File: src/rtl/ist_pkg.sv
`timescale 1ns / 1ps
package ist_pkg;
   localparam int CAPACITY_DEF  = 16;
   localparam int POS_WIDTH_DEF = 32;
   localparam int MAX_OUT       = 16;
   localparam int CMD_WIDTH     = 2;
   localparam int INDEX_WIDTH   = 6;
   localparam int COUNT_WIDTH   = 7;
   localparam int FIELD_WIDTH   = 32;

   typedef enum logic [1:0] {
      CMD_ADD       = 2'd0,
      CMD_SUBTRACT  = 2'd1,
      CMD_INTERSECT = 2'd2,
      CMD_READ      = 2'd3
   } cmd_type;

   // Commands from the controller to the datapath.
   typedef struct packed {
      logic load;       // capture the request word
      logic scan_clear; // reset scan index and accumulators
      logic scan_step;  // examine the stored entry at the scan index
      logic read_issue; // present the read index to the stores
      logic emit_hold;  // hold the current piece until the next one or the end
      logic commit;     // swap in the rebuilt list
   } ist_cmd_type;

   // Status from the datapath to the controller.
   typedef struct packed {
      logic scan_done;  // scan index has reached the stored count
      logic empty_rng;  // ordered range is empty
      logic add_full;   // add-full flag, tied low: add overflow is caught at commit
      logic sub_full;   // subtract-full flag, tied low: overflow is caught at commit
      logic piece_hit;  // current entry gives an intersect piece
      logic out_limit;  // intersect has given its last allowed piece
   } ist_sts_type;
endpackage

File: src/rtl/ist_ram.sv
`timescale 1ns / 1ps
module ist_ram #(
   parameter int WIDTH = 32,
   parameter int DEPTH = 16
) (
   input  logic                     clock,
   input  logic                     wr_en,
   input  logic [$clog2(DEPTH)-1:0] wr_addr,
   input  logic [WIDTH-1:0]         wr_data,
   input  logic [$clog2(DEPTH)-1:0] rd_addr,
   output logic [WIDTH-1:0]         rd_data
);
   logic [WIDTH-1:0] mem_ff [DEPTH];

   always_ff @(posedge clock) begin
      if (wr_en) begin
         mem_ff[wr_addr] <= wr_data;
      end
      rd_data <= mem_ff[rd_addr];
   end
endmodule

File: src/rtl/ist_datapath.sv
`timescale 1ns / 1ps
module ist_datapath #(
   parameter int CAPACITY  = ist_pkg::CAPACITY_DEF,
   parameter int POS_WIDTH = ist_pkg::POS_WIDTH_DEF
) (
   input  logic                                clock,
   input  logic                                reset,
   input  ist_pkg::ist_cmd_type                cmd,
   output ist_pkg::ist_sts_type                sts,
   input  logic [ist_pkg::CMD_WIDTH-1:0]       req_cmd,
   input  logic [ist_pkg::FIELD_WIDTH-1:0]     req_start,
   input  logic [ist_pkg::FIELD_WIDTH-1:0]     req_end,
   input  logic [ist_pkg::INDEX_WIDTH-1:0]     req_index,
   output logic [ist_pkg::CMD_WIDTH-1:0]       op,
   output logic [ist_pkg::FIELD_WIDTH-1:0]     piece_start,
   output logic [ist_pkg::FIELD_WIDTH-1:0]     piece_end,
   output logic                                read_found,
   output logic                                ovf,
   output logic [ist_pkg::COUNT_WIDTH-1:0]     count
);
   localparam int AW = $clog2(CAPACITY);
   localparam int CW = $clog2(CAPACITY + 1);
   localparam int PW = POS_WIDTH;
   localparam int OCW = $clog2(ist_pkg::MAX_OUT + 1);

   // Two banks per store: the list is rebuilt into the inactive bank and the
   // banks swap on commit.
   logic            bank_ff, bank_in;
   logic [CW-1:0]   count_ff, count_in;
   logic [CW:0]     wcount_ff, wcount_in;
   logic [CW-1:0]   scan_ff, scan_in;
   logic [PW-1:0]   s_ff, e_ff, ns_ff, ne_ff, ns_in, ne_in;
   logic [CW-1:0]   merged_ff, merged_in;
   logic            placed_ff, placed_in;
   logic [1:0]      op_ff;
   logic [ist_pkg::INDEX_WIDTH-1:0] idx_ff;
   logic            ovf_ff, ovf_in;
   logic [OCW-1:0]  outs_ff, outs_in;
   logic [PW-1:0]   pc_s_ff, pc_e_ff;
   logic [PW-1:0]   a, b;
   logic [PW-1:0]   ra_s [2], ra_e [2];
   logic [AW-1:0]   raddr;
   logic            we;
   logic [AW-1:0]   waddr;
   logic [PW-1:0]   wds, wde;
   logic [PW-1:0]   lo, hi;
   logic [PW-1:0]   rs, re;

   assign rs = PW'(req_start[(PW > 32 ? 32 : PW)-1:0]);
   assign re = PW'(req_end[(PW > 32 ? 32 : PW)-1:0]);
   assign raddr = cmd.read_issue ? idx_ff[AW-1:0] : scan_in[AW-1:0];

   for (genvar g = 0; g < 2; g++) begin : g_bank
      ist_ram #(.WIDTH(PW), .DEPTH(CAPACITY)) u_s (
         .clock(clock), .wr_en(we && (bank_ff != 1'(g))), .wr_addr(waddr),
         .wr_data(wds), .rd_addr(raddr), .rd_data(ra_s[g]));
      ist_ram #(.WIDTH(PW), .DEPTH(CAPACITY)) u_e (
         .clock(clock), .wr_en(we && (bank_ff != 1'(g))), .wr_addr(waddr),
         .wr_data(wde), .rd_addr(raddr), .rd_data(ra_e[g]));
   end

   assign a = ra_s[bank_ff];
   assign b = ra_e[bank_ff];
   assign lo = (a > s_ff) ? a : s_ff;
   assign hi = (b < e_ff) ? b : e_ff;

   // Add and subtract write at most two entries per scanned entry; the second
   // one goes out in the following fetch cycle from the pending register below.
   logic            pend_ff, pend_in;
   logic [PW-1:0]   pds_ff, pde_ff, pds_in, pde_in;

   always_comb begin
      bank_in   = bank_ff;
      count_in  = count_ff;
      wcount_in = wcount_ff;
      scan_in   = scan_ff;
      ns_in     = ns_ff;
      ne_in     = ne_ff;
      merged_in = merged_ff;
      placed_in = placed_ff;
      ovf_in    = ovf_ff;
      outs_in   = outs_ff;
      pend_in   = 1'b0;
      pds_in    = pds_ff;
      pde_in    = pde_ff;
      we        = 1'b0;
      waddr     = wcount_ff[AW-1:0];
      wds       = a;
      wde       = b;
      if (cmd.scan_clear) begin
         scan_in   = '0;
         wcount_in = '0;
         merged_in = '0;
         placed_in = 1'b0;
         ovf_in    = 1'b0;
         outs_in   = '0;
         ns_in     = s_ff;
         ne_in     = e_ff;
      end
      if (pend_ff) begin
         // Second word of a pair from the previous step.
         we        = (wcount_ff < (CW+1)'(CAPACITY));
         wds       = pds_ff;
         wde       = pde_ff;
         wcount_in = wcount_ff + 1'b1;
      end else if (cmd.scan_step) begin
         scan_in = scan_ff + 1'b1;
         unique case (op_ff)
            ist_pkg::CMD_INTERSECT: begin
               if (lo < hi) outs_in = outs_ff + 1'b1;
            end
            ist_pkg::CMD_ADD: begin
               if (merged_ff == '1) begin
                  // Gather pass: merge bounds only.
               end
               if (b < s_ff) begin
                  we = 1'b1; wcount_in = wcount_ff + 1'b1;
               end else if (a > e_ff) begin
                  if (!placed_ff) begin
                     we = 1'b1; wds = ns_ff; wde = ne_ff;
                     placed_in = 1'b1;
                     pend_in = 1'b1; pds_in = a; pde_in = b;
                  end else begin
                     we = 1'b1;
                  end
                  wcount_in = wcount_ff + 1'b1;
               end else begin
                  merged_in = merged_ff + 1'b1;
                  if (a < ns_ff) ns_in = a;
                  if (b > ne_ff) ne_in = b;
               end
            end
            ist_pkg::CMD_SUBTRACT: begin
               if (a < s_ff && b > e_ff) begin
                  we = (wcount_ff < (CW+1)'(CAPACITY));
                  wds = a; wde = s_ff;
                  wcount_in = wcount_ff + 1'b1;
                  pend_in = 1'b1; pds_in = e_ff; pde_in = b;
               end else if (a < s_ff) begin
                  we = (wcount_ff < (CW+1)'(CAPACITY));
                  wds = a; wde = (b < s_ff) ? b : s_ff;
                  wcount_in = wcount_ff + 1'b1;
               end else if (b > e_ff) begin
                  we = (wcount_ff < (CW+1)'(CAPACITY));
                  wds = (a > e_ff) ? a : e_ff; wde = b;
                  wcount_in = wcount_ff + 1'b1;
               end
            end
            default: begin
            end
         endcase
      end
      if (cmd.commit) begin
         // Add puts the merged interval at the end when nothing above it exists.
         if (op_ff == ist_pkg::CMD_ADD && !placed_ff) begin
            we = 1'b1; wds = ns_ff; wde = ne_ff;
         end
         if (op_ff == ist_pkg::CMD_ADD && merged_ff == '0
             && count_ff == CW'(CAPACITY)) begin
            ovf_in = 1'b1;
         end else if (op_ff != ist_pkg::CMD_ADD && wcount_ff > (CW+1)'(CAPACITY)) begin
            ovf_in = 1'b1;
         end else begin
            bank_in  = ~bank_ff;
            count_in = CW'(wcount_ff);
            if (op_ff == ist_pkg::CMD_ADD && !placed_ff) count_in = CW'(wcount_ff + 1'b1);
         end
      end
   end

   always_ff @(posedge clock) begin
      if (reset) begin
         bank_ff   <= 1'b0;
         count_ff  <= '0;
         pend_ff   <= 1'b0;
         wcount_ff <= '0;
         scan_ff   <= '0;
         ovf_ff    <= 1'b0;
         outs_ff   <= '0;
      end else begin
         bank_ff   <= bank_in;
         count_ff  <= count_in;
         pend_ff   <= pend_in;
         wcount_ff <= wcount_in;
         scan_ff   <= scan_in;
         ovf_ff    <= ovf_in;
         outs_ff   <= outs_in;
      end
   end

   always_ff @(posedge clock) begin
      ns_ff     <= ns_in;
      ne_ff     <= ne_in;
      merged_ff <= merged_in;
      placed_ff <= placed_in;
      pds_ff    <= pds_in;
      pde_ff    <= pde_in;
      if (cmd.emit_hold) begin
         pc_s_ff <= lo;
         pc_e_ff <= hi;
      end
      if (cmd.load) begin
         op_ff  <= req_cmd;
         idx_ff <= req_index;
         s_ff   <= (rs > re) ? re : rs;
         e_ff   <= (rs > re) ? rs : re;
      end
   end

   logic [63:0] lo_w, hi_w, a_w, b_w;
   assign lo_w = 64'(pc_s_ff);
   assign hi_w = 64'(pc_e_ff);
   assign a_w  = 64'(a);
   assign b_w  = 64'(b);

   assign sts.scan_done = (scan_ff == count_ff);
   assign sts.empty_rng = (s_ff == e_ff);
   assign sts.add_full  = 1'b0;
   assign sts.sub_full  = 1'b0;
   assign sts.piece_hit = (lo < hi);
   assign sts.out_limit = (outs_ff == OCW'(ist_pkg::MAX_OUT));

   assign op          = op_ff;
   assign read_found  = (7'(idx_ff) < 7'(count_ff));
   assign piece_start = (op_ff == ist_pkg::CMD_READ) ? a_w[31:0] : lo_w[31:0];
   assign piece_end   = (op_ff == ist_pkg::CMD_READ) ? b_w[31:0] : hi_w[31:0];
   assign ovf         = ovf_ff;
   assign count       = 7'(count_ff);
endmodule

File: src/rtl/ist_control.sv
`timescale 1ns / 1ps
module ist_control (
   input  logic                  clock,
   input  logic                  reset,
   input  logic                  req_tvalid,
   output logic                  req_tready,
   input  logic                  slot_free,
   output logic                  emit,
   output logic                  emit_last,
   output logic                  emit_piece,
   input  logic [1:0]            op,
   output ist_pkg::ist_cmd_type  cmd,
   input  ist_pkg::ist_sts_type  sts
);
   typedef enum logic [6:0] {
      S_IDLE   = 7'b0000001,
      S_START  = 7'b0000010,
      S_FETCH  = 7'b0000100,
      S_STEP   = 7'b0001000,
      S_SHOW   = 7'b0010000,
      S_COMMIT = 7'b0100000,
      S_DONE   = 7'b1000000
   } state_type;

   state_type state_ff, state_in;
   logic      hit_ff, hit_in;

   always_comb begin
      state_in   = state_ff;
      hit_in     = hit_ff;
      cmd        = '0;
      emit       = 1'b0;
      emit_last  = 1'b0;
      emit_piece = 1'b0;
      req_tready = 1'b0;
      unique case (state_ff)
         S_IDLE: begin
            req_tready = 1'b1;
            if (req_tvalid) begin
               cmd.load = 1'b1;
               state_in = S_START;
            end
         end
         S_START: begin
            cmd.scan_clear = 1'b1;
            hit_in = 1'b0;
            if (op == ist_pkg::CMD_READ) state_in = S_FETCH;
            else if (sts.empty_rng && op != ist_pkg::CMD_INTERSECT) state_in = S_DONE;
            else state_in = S_FETCH;
         end
         S_FETCH: begin
            // Memory read in flight; data is valid in the next state.
            if (op == ist_pkg::CMD_READ) begin
               cmd.read_issue = 1'b1;
               state_in = S_DONE;
            end else if (sts.scan_done || sts.out_limit) begin
               state_in = (op == ist_pkg::CMD_INTERSECT) ? S_DONE : S_COMMIT;
            end else begin
               state_in = S_STEP;
            end
         end
         S_STEP: begin
            if (op == ist_pkg::CMD_INTERSECT && sts.piece_hit && hit_ff) begin
               // The held piece is not the last one, so it can go out now.
               state_in = S_SHOW;
            end else begin
               if (op == ist_pkg::CMD_INTERSECT && sts.piece_hit) begin
                  cmd.emit_hold = 1'b1;
                  hit_in = 1'b1;
               end
               cmd.scan_step = 1'b1;
               state_in = S_FETCH;
            end
         end
         S_SHOW: begin
            emit       = 1'b1;
            emit_piece = 1'b1;
            if (slot_free) begin
               cmd.emit_hold = 1'b1;
               cmd.scan_step = 1'b1;
               state_in = S_FETCH;
            end
         end
         S_COMMIT: begin
            cmd.commit = 1'b1;
            state_in = S_DONE;
         end
         S_DONE: begin
            emit       = 1'b1;
            emit_last  = 1'b1;
            emit_piece = (op == ist_pkg::CMD_INTERSECT) && hit_ff;
            // Keep the read address on the index while the word waits.
            if (op == ist_pkg::CMD_READ) cmd.read_issue = 1'b1;
            if (slot_free) state_in = S_IDLE;
         end
         default: state_in = S_IDLE;
      endcase
   end

   always_ff @(posedge clock) begin
      if (reset) begin
         state_ff <= S_IDLE;
         hit_ff   <= 1'b0;
      end else begin
         state_ff <= state_in;
         hit_ff   <= hit_in;
      end
   end
endmodule

File: src/rtl/interval_set_table_unit.sv
`timescale 1ns / 1ps
// Sorted set of disjoint half-open intervals held in a pair of banked RAMs.
// Add, subtract and intersect scan the stored list once, each entry taking a
// RAM read (fetch state) then a compare (step state); intersect also spends a
// show state on every piece after the first. A stalled result port holds the
// unit. Add and subtract rebuild the list into the idle bank and swap banks
// at the end, so a dropped command leaves the set unchanged. Intersect pieces
// come out lowest first; the final word of every command carries rsp_tlast.
module interval_set_table_unit #(
   parameter int CAPACITY  = ist_pkg::CAPACITY_DEF,
   parameter int POS_WIDTH = ist_pkg::POS_WIDTH_DEF
) (
   input  logic         clock,
   input  logic         reset,
   input  logic         req_tvalid,
   output logic         req_tready,
   // cmd[1:0], range_start[33:2], range_end[65:34], index[71:66]
   input  logic [71:0]  req_tdata,
   output logic         rsp_tvalid,
   input  logic         rsp_tready,
   // piece_start[31:0], piece_end[63:32], found[64], interval_count[71:65],
   // overflow[72], zero fill [79:73]
   output logic [79:0]  rsp_tdata,
   output logic         rsp_tlast
);
   ist_pkg::ist_cmd_type cmd;
   ist_pkg::ist_sts_type sts;
   logic [1:0]  op;
   logic [31:0] ps, pe;
   logic        rfound, ovf, emit, emit_last, emit_piece, slot_free;
   logic [6:0]  count;
   logic        vld_ff;
   logic [79:0] data_ff;
   logic        last_ff;

   ist_control u_ctrl (
      .clock(clock), .reset(reset), .req_tvalid(req_tvalid),
      .req_tready(req_tready), .slot_free(slot_free), .emit(emit),
      .emit_last(emit_last), .emit_piece(emit_piece), .op(op),
      .cmd(cmd), .sts(sts));

   ist_datapath #(.CAPACITY(CAPACITY), .POS_WIDTH(POS_WIDTH)) u_dp (
      .clock(clock), .reset(reset), .cmd(cmd), .sts(sts),
      .req_cmd(req_tdata[1:0]), .req_start(req_tdata[33:2]),
      .req_end(req_tdata[65:34]), .req_index(req_tdata[71:66]),
      .op(op), .piece_start(ps), .piece_end(pe), .read_found(rfound),
      .ovf(ovf), .count(count));

   logic        found;
   assign found = emit_piece || (op == ist_pkg::CMD_READ && rfound);
   assign slot_free = !vld_ff || rsp_tready;

   always_ff @(posedge clock) begin
      if (reset) begin
         vld_ff <= 1'b0;
      end else if (slot_free) begin
         vld_ff <= emit;
      end
   end

   always_ff @(posedge clock) begin
      if (slot_free && emit) begin
         data_ff <= {7'd0, ovf, count, found, found ? pe : 32'd0, found ? ps : 32'd0};
         last_ff <= emit_last;
      end
   end

   assign rsp_tvalid = vld_ff;
   assign rsp_tdata  = data_ff;
   assign rsp_tlast  = last_ff;
endmodule

File: config.mk
export PLATFORM = sky130hd
export DESIGN_NAME = interval_set_table_unit
export DESIGN_NICKNAME = d
export VERILOG_FILES = /design/src/rtl/ist_pkg.sv /design/src/rtl/ist_ram.sv /design/src/rtl/ist_datapath.sv /design/src/rtl/ist_control.sv /design/src/rtl/interval_set_table_unit.sv
export SDC_FILE = /design/constraint.sdc
export NUM_CORES = 2
export LEC_CHECK = 0
export ABC_AREA = 1
export BUFFER_PORTS_ARGS = -buffer_cell sky130_fd_sc_hd__buf_2
export CORE_ASPECT_RATIO = 2
export CORE_MARGIN = 3
export CORE_UTILIZATION = 30
export CTS_BUF_LIST = sky130_fd_sc_hd__clkbuf_8
export DETAILED_ROUTE_END_ITERATION = 12
export GPL_ROUTABILITY_DRIVEN = 0
export SLEW_MARGIN = 20
export SYNTH_ARGS = -nofsm -noshare
export SYNTH_HDL_FRONTEND = slang
export SYNTH_SLANG_ARGS = --single-unit
File: constraint.sdc
create_clock -name clock -period 30.1 [get_ports clock]
set_input_delay 4.515 -clock clock [delete_from_list [all_inputs] [get_ports clock]]
set_output_delay 4.515 -clock clock [all_outputs]
set_load 0.02 [all_outputs]
==> flow_summary.yaml <==
sta:
  finalHoldViolCount: 0
  finalCriticalPeriod_ps: 13040
  drv_slew: 0
  rsz0062_at_grt: "false"
  fmax_mhz: 76.7
  fin_skew_ps: 106
  setup_viol: 0
  max_slew_margin_pct: 21.6
  finalWorstSetupSlack_ps: 17060
  worstMarginPinSlew_ps: 1180
  min_period_over_period_pct: 43.3
  setup_tns_ps: 0
pwr:
  peakVddDrop_v: 0.0000324
  p_leak_nw: 55.4
  finalPower_mw: 7.00
  p_per_area_mw_per_mm2: 53.0
grt:
  antenna_found_initial: 20
  grt_pass1_wl_um: 586000
  grt_overflow: 0
  grt_max_degree: 173
  grt_pass1_vias: 84956
  grt_usage_pct: 19.5
synthesis:
  synth_compound_area_share_pct: 4.66
  synth-edff-count: 2320
  netlist_instances: 11999
  synth_area_mm2: 0.118
  synthTopCellsByArea: "edfxtp_1 (59%), nand3_1 (11%), inv_1 (7.6%)"
  yosys.area_share.xor_xnor_pct: 0.185
  synth-seq-cells: 2551
  synth_fa_ha_area_share_pct: 2.81
  async_flop_share_pct: 0
  post-synth-top-area-cell: "edfxtp_1"
  ys_dominant_reg_cell: "edfxtp_1"
  synth.distinct_cells: 53
  avgSynthCellArea_um2: 9.86
  yosysWarnings: 0
  synth_top_area_share_pct: 58.9
  synth_top_family_by_area: "simple AND/OR/NAND/NOR gates"
  synth-simple-area-share_pct: 18.9
  seq_area_frac_synth_pct: 62.8
  synth.area.mux_share_pct: 0.271
floorplanning:
  die_area_mm2: 0.402
  io_pins: 159
  die_w_um: 450
  core_mm2: 0.392
  die_h_um: 894
  initial_core_util_pct: 30.2
  rows: 325
cts:
  clock-root-buffer: "clkbuf_8"
  cts_max_path_buffers: 4
  clk_latency_ps: 1060
  cts_resized: 0
  cts_tree: "built"
  h-tree-depth: 5
  cts_hold_buf: 0
  postCtsSetupBuffers: 0
  path_clk_slew_ps: 70
  clock_sinks: 2551
  cts_made_buffers: 335
min_path:
  min_path_type: "flop to flop"
detailed_routing:
  vias: 88804
  firstDrtPassIters: 8
  vias_per_cell: 5.05
  wl_per_cell_um: 23.2
  drt-initial-drc-count: 9321
  wirelength_um: 408000
  drtAntennaViolNets: 0
  drc: 0
final_layout:
  layout-drive-gt1-share_pct: 8.63
  final_cell_mix: "nand3_1 (2,518), inv_1 (2,489), edfxtp_1 (2,320)"
  final_nets: 12421
  final_cells: 17597
  area_delta_synth_final_pct: 11.6
  layout_commonest_cell: "nand3_1"
worst_setup_path:
  path_max_fanout: 149
  worstSetupStartpointType: "flop"
  end_kind: "flop"
  arrival_ps: 13910
  worstSetupPathType: "flop to flop"
  required_ps: 30970
  cp_common_cell: "nand2_1"
  cp_slowest_cell: "nand2_8"
  slowest_delay_ps: 1000
placement:
  dp_hpwl_um: 233000
  preCtsSetupSlack_ps: 17430
  port_buffers: 149
  dp.cells: 16974
outcome:
  outcome: "finished, final reports clean"
run:
  cap_violations: 0
## power breakdown
group	switching, mW	leakage [nW]	total (mW)	internal [mW]
clock	1.38	3.74	2.68	1.30
sequential	0.0417	22.8	3.91	3.87
combinational	0.287	28.8	0.415	0.128
total	1.71	55.4	7.00	5.29
## kinds of logic (layout without fill, tap and decap cells)
group	after synthesis	after routing
xor+xnor	25	25
flops	2551	2551
other cells	1	22
mux	32	32
buf+inv	3085	3430
simple gates	5025	5025
compound gates	1014	1014
fa+ha+maj	266	266
## sequential cells by signal, indices dropped and copies added, names as in the netlist, 6 cells and up
register / flops
u_dp.g_bank.u_e.mem_ff: 1024
u_dp.g_bank.u_e.rd_data: 64
u_dp.idx_ff: 6
u_dp.pc_e_ff: 32
u_dp.e_ff: 32
u_dp.g_bank.u_s.mem_ff: 1024
u_dp.pc_s_ff: 32
u_dp.ns_ff: 32
u_ctrl.state_ff: 7
u_dp.wcount_ff: 6
u_dp.pde_ff: 32
rsp_tdata: 71
u_dp.s_ff: 32
u_dp.g_bank.u_s.rd_data: 64
u_dp.pds_ff: 32
u_dp.ne_ff: 32
## cells in the mapped netlist (all sizes together), types with 2 or more instances
cell type  count
a22oi         36
or2           65
o21a           6
nor4b          2
a2111oi        5
o21ai        498
a221oi         6
a31oi         10
nand3       2525
nand4         33
a21oi        368
inv         2413
o2111ai       10
o211ai         4
nor4          11
buf          401
xnor2          8
nor2         258
a32o           2
dfxtp        231
a32oi         28
nor3          31
a21o           6
o22ai          9
nand2       2099
edfxtp      2320
a211oi        12
ha           266
clkbuf       268
xor2          17
o221ai        10
mux2i         32
clkinv         3
## final timing paths
kind / slack, ps / start / to / cells past startpoint
max: 17060 / u_dp.bank_ff / u_dp.g_bank[0].u_s.rd_data[9] / 38
min: 460 / u_dp.ovf / rsp_tdata[72] / 0
max reg2reg: 17060 / u_dp.bank_ff / u_dp.g_bank[0].u_s.rd_data[9] / 38
min reg2reg: 460 / u_dp.ovf / rsp_tdata[72] / 0
## worst max-delay path, delay by kind of cell, from the launching register on
kind / cells / cell delay (ps)
buffers and inverters: 11 / 4590
and+or+nand+nor: 18 / 4470
AOI/OAI and AO/OA: 7 / 1720
adders and majority gates: 2 / 700
DFF: 1 / 630
## stage by stage
stage,util (%),instance area (µm²),hold slack (ps)
global placement,32.0,125000,422
finish,33.7,132000,461
CTS,33.7,132000,454
detailed placement,32.0,125000,428
global route,33.7,132000,464
floorplan,-,118000,409
## routing by layer
metal	track usage, %	wire [µm]
met1	21.5	140000
met2	35.1	205000
met3	2.51	31300
met4	13.1	31000
met5	0	43
## final cells by class
cell class                 count  area (µm²)
fill                       39653      260000
sequential                  2551       74300
multi-input combinational   6371       32500
inverter                    2416        9090
tap                         5232        6550
clock buffer                 377        5190
timing repair buffer         404        2860
clock inverter               233        1480
antenna                       13        32.5
No activity file was read; power rests on OpenSTA's default activity.
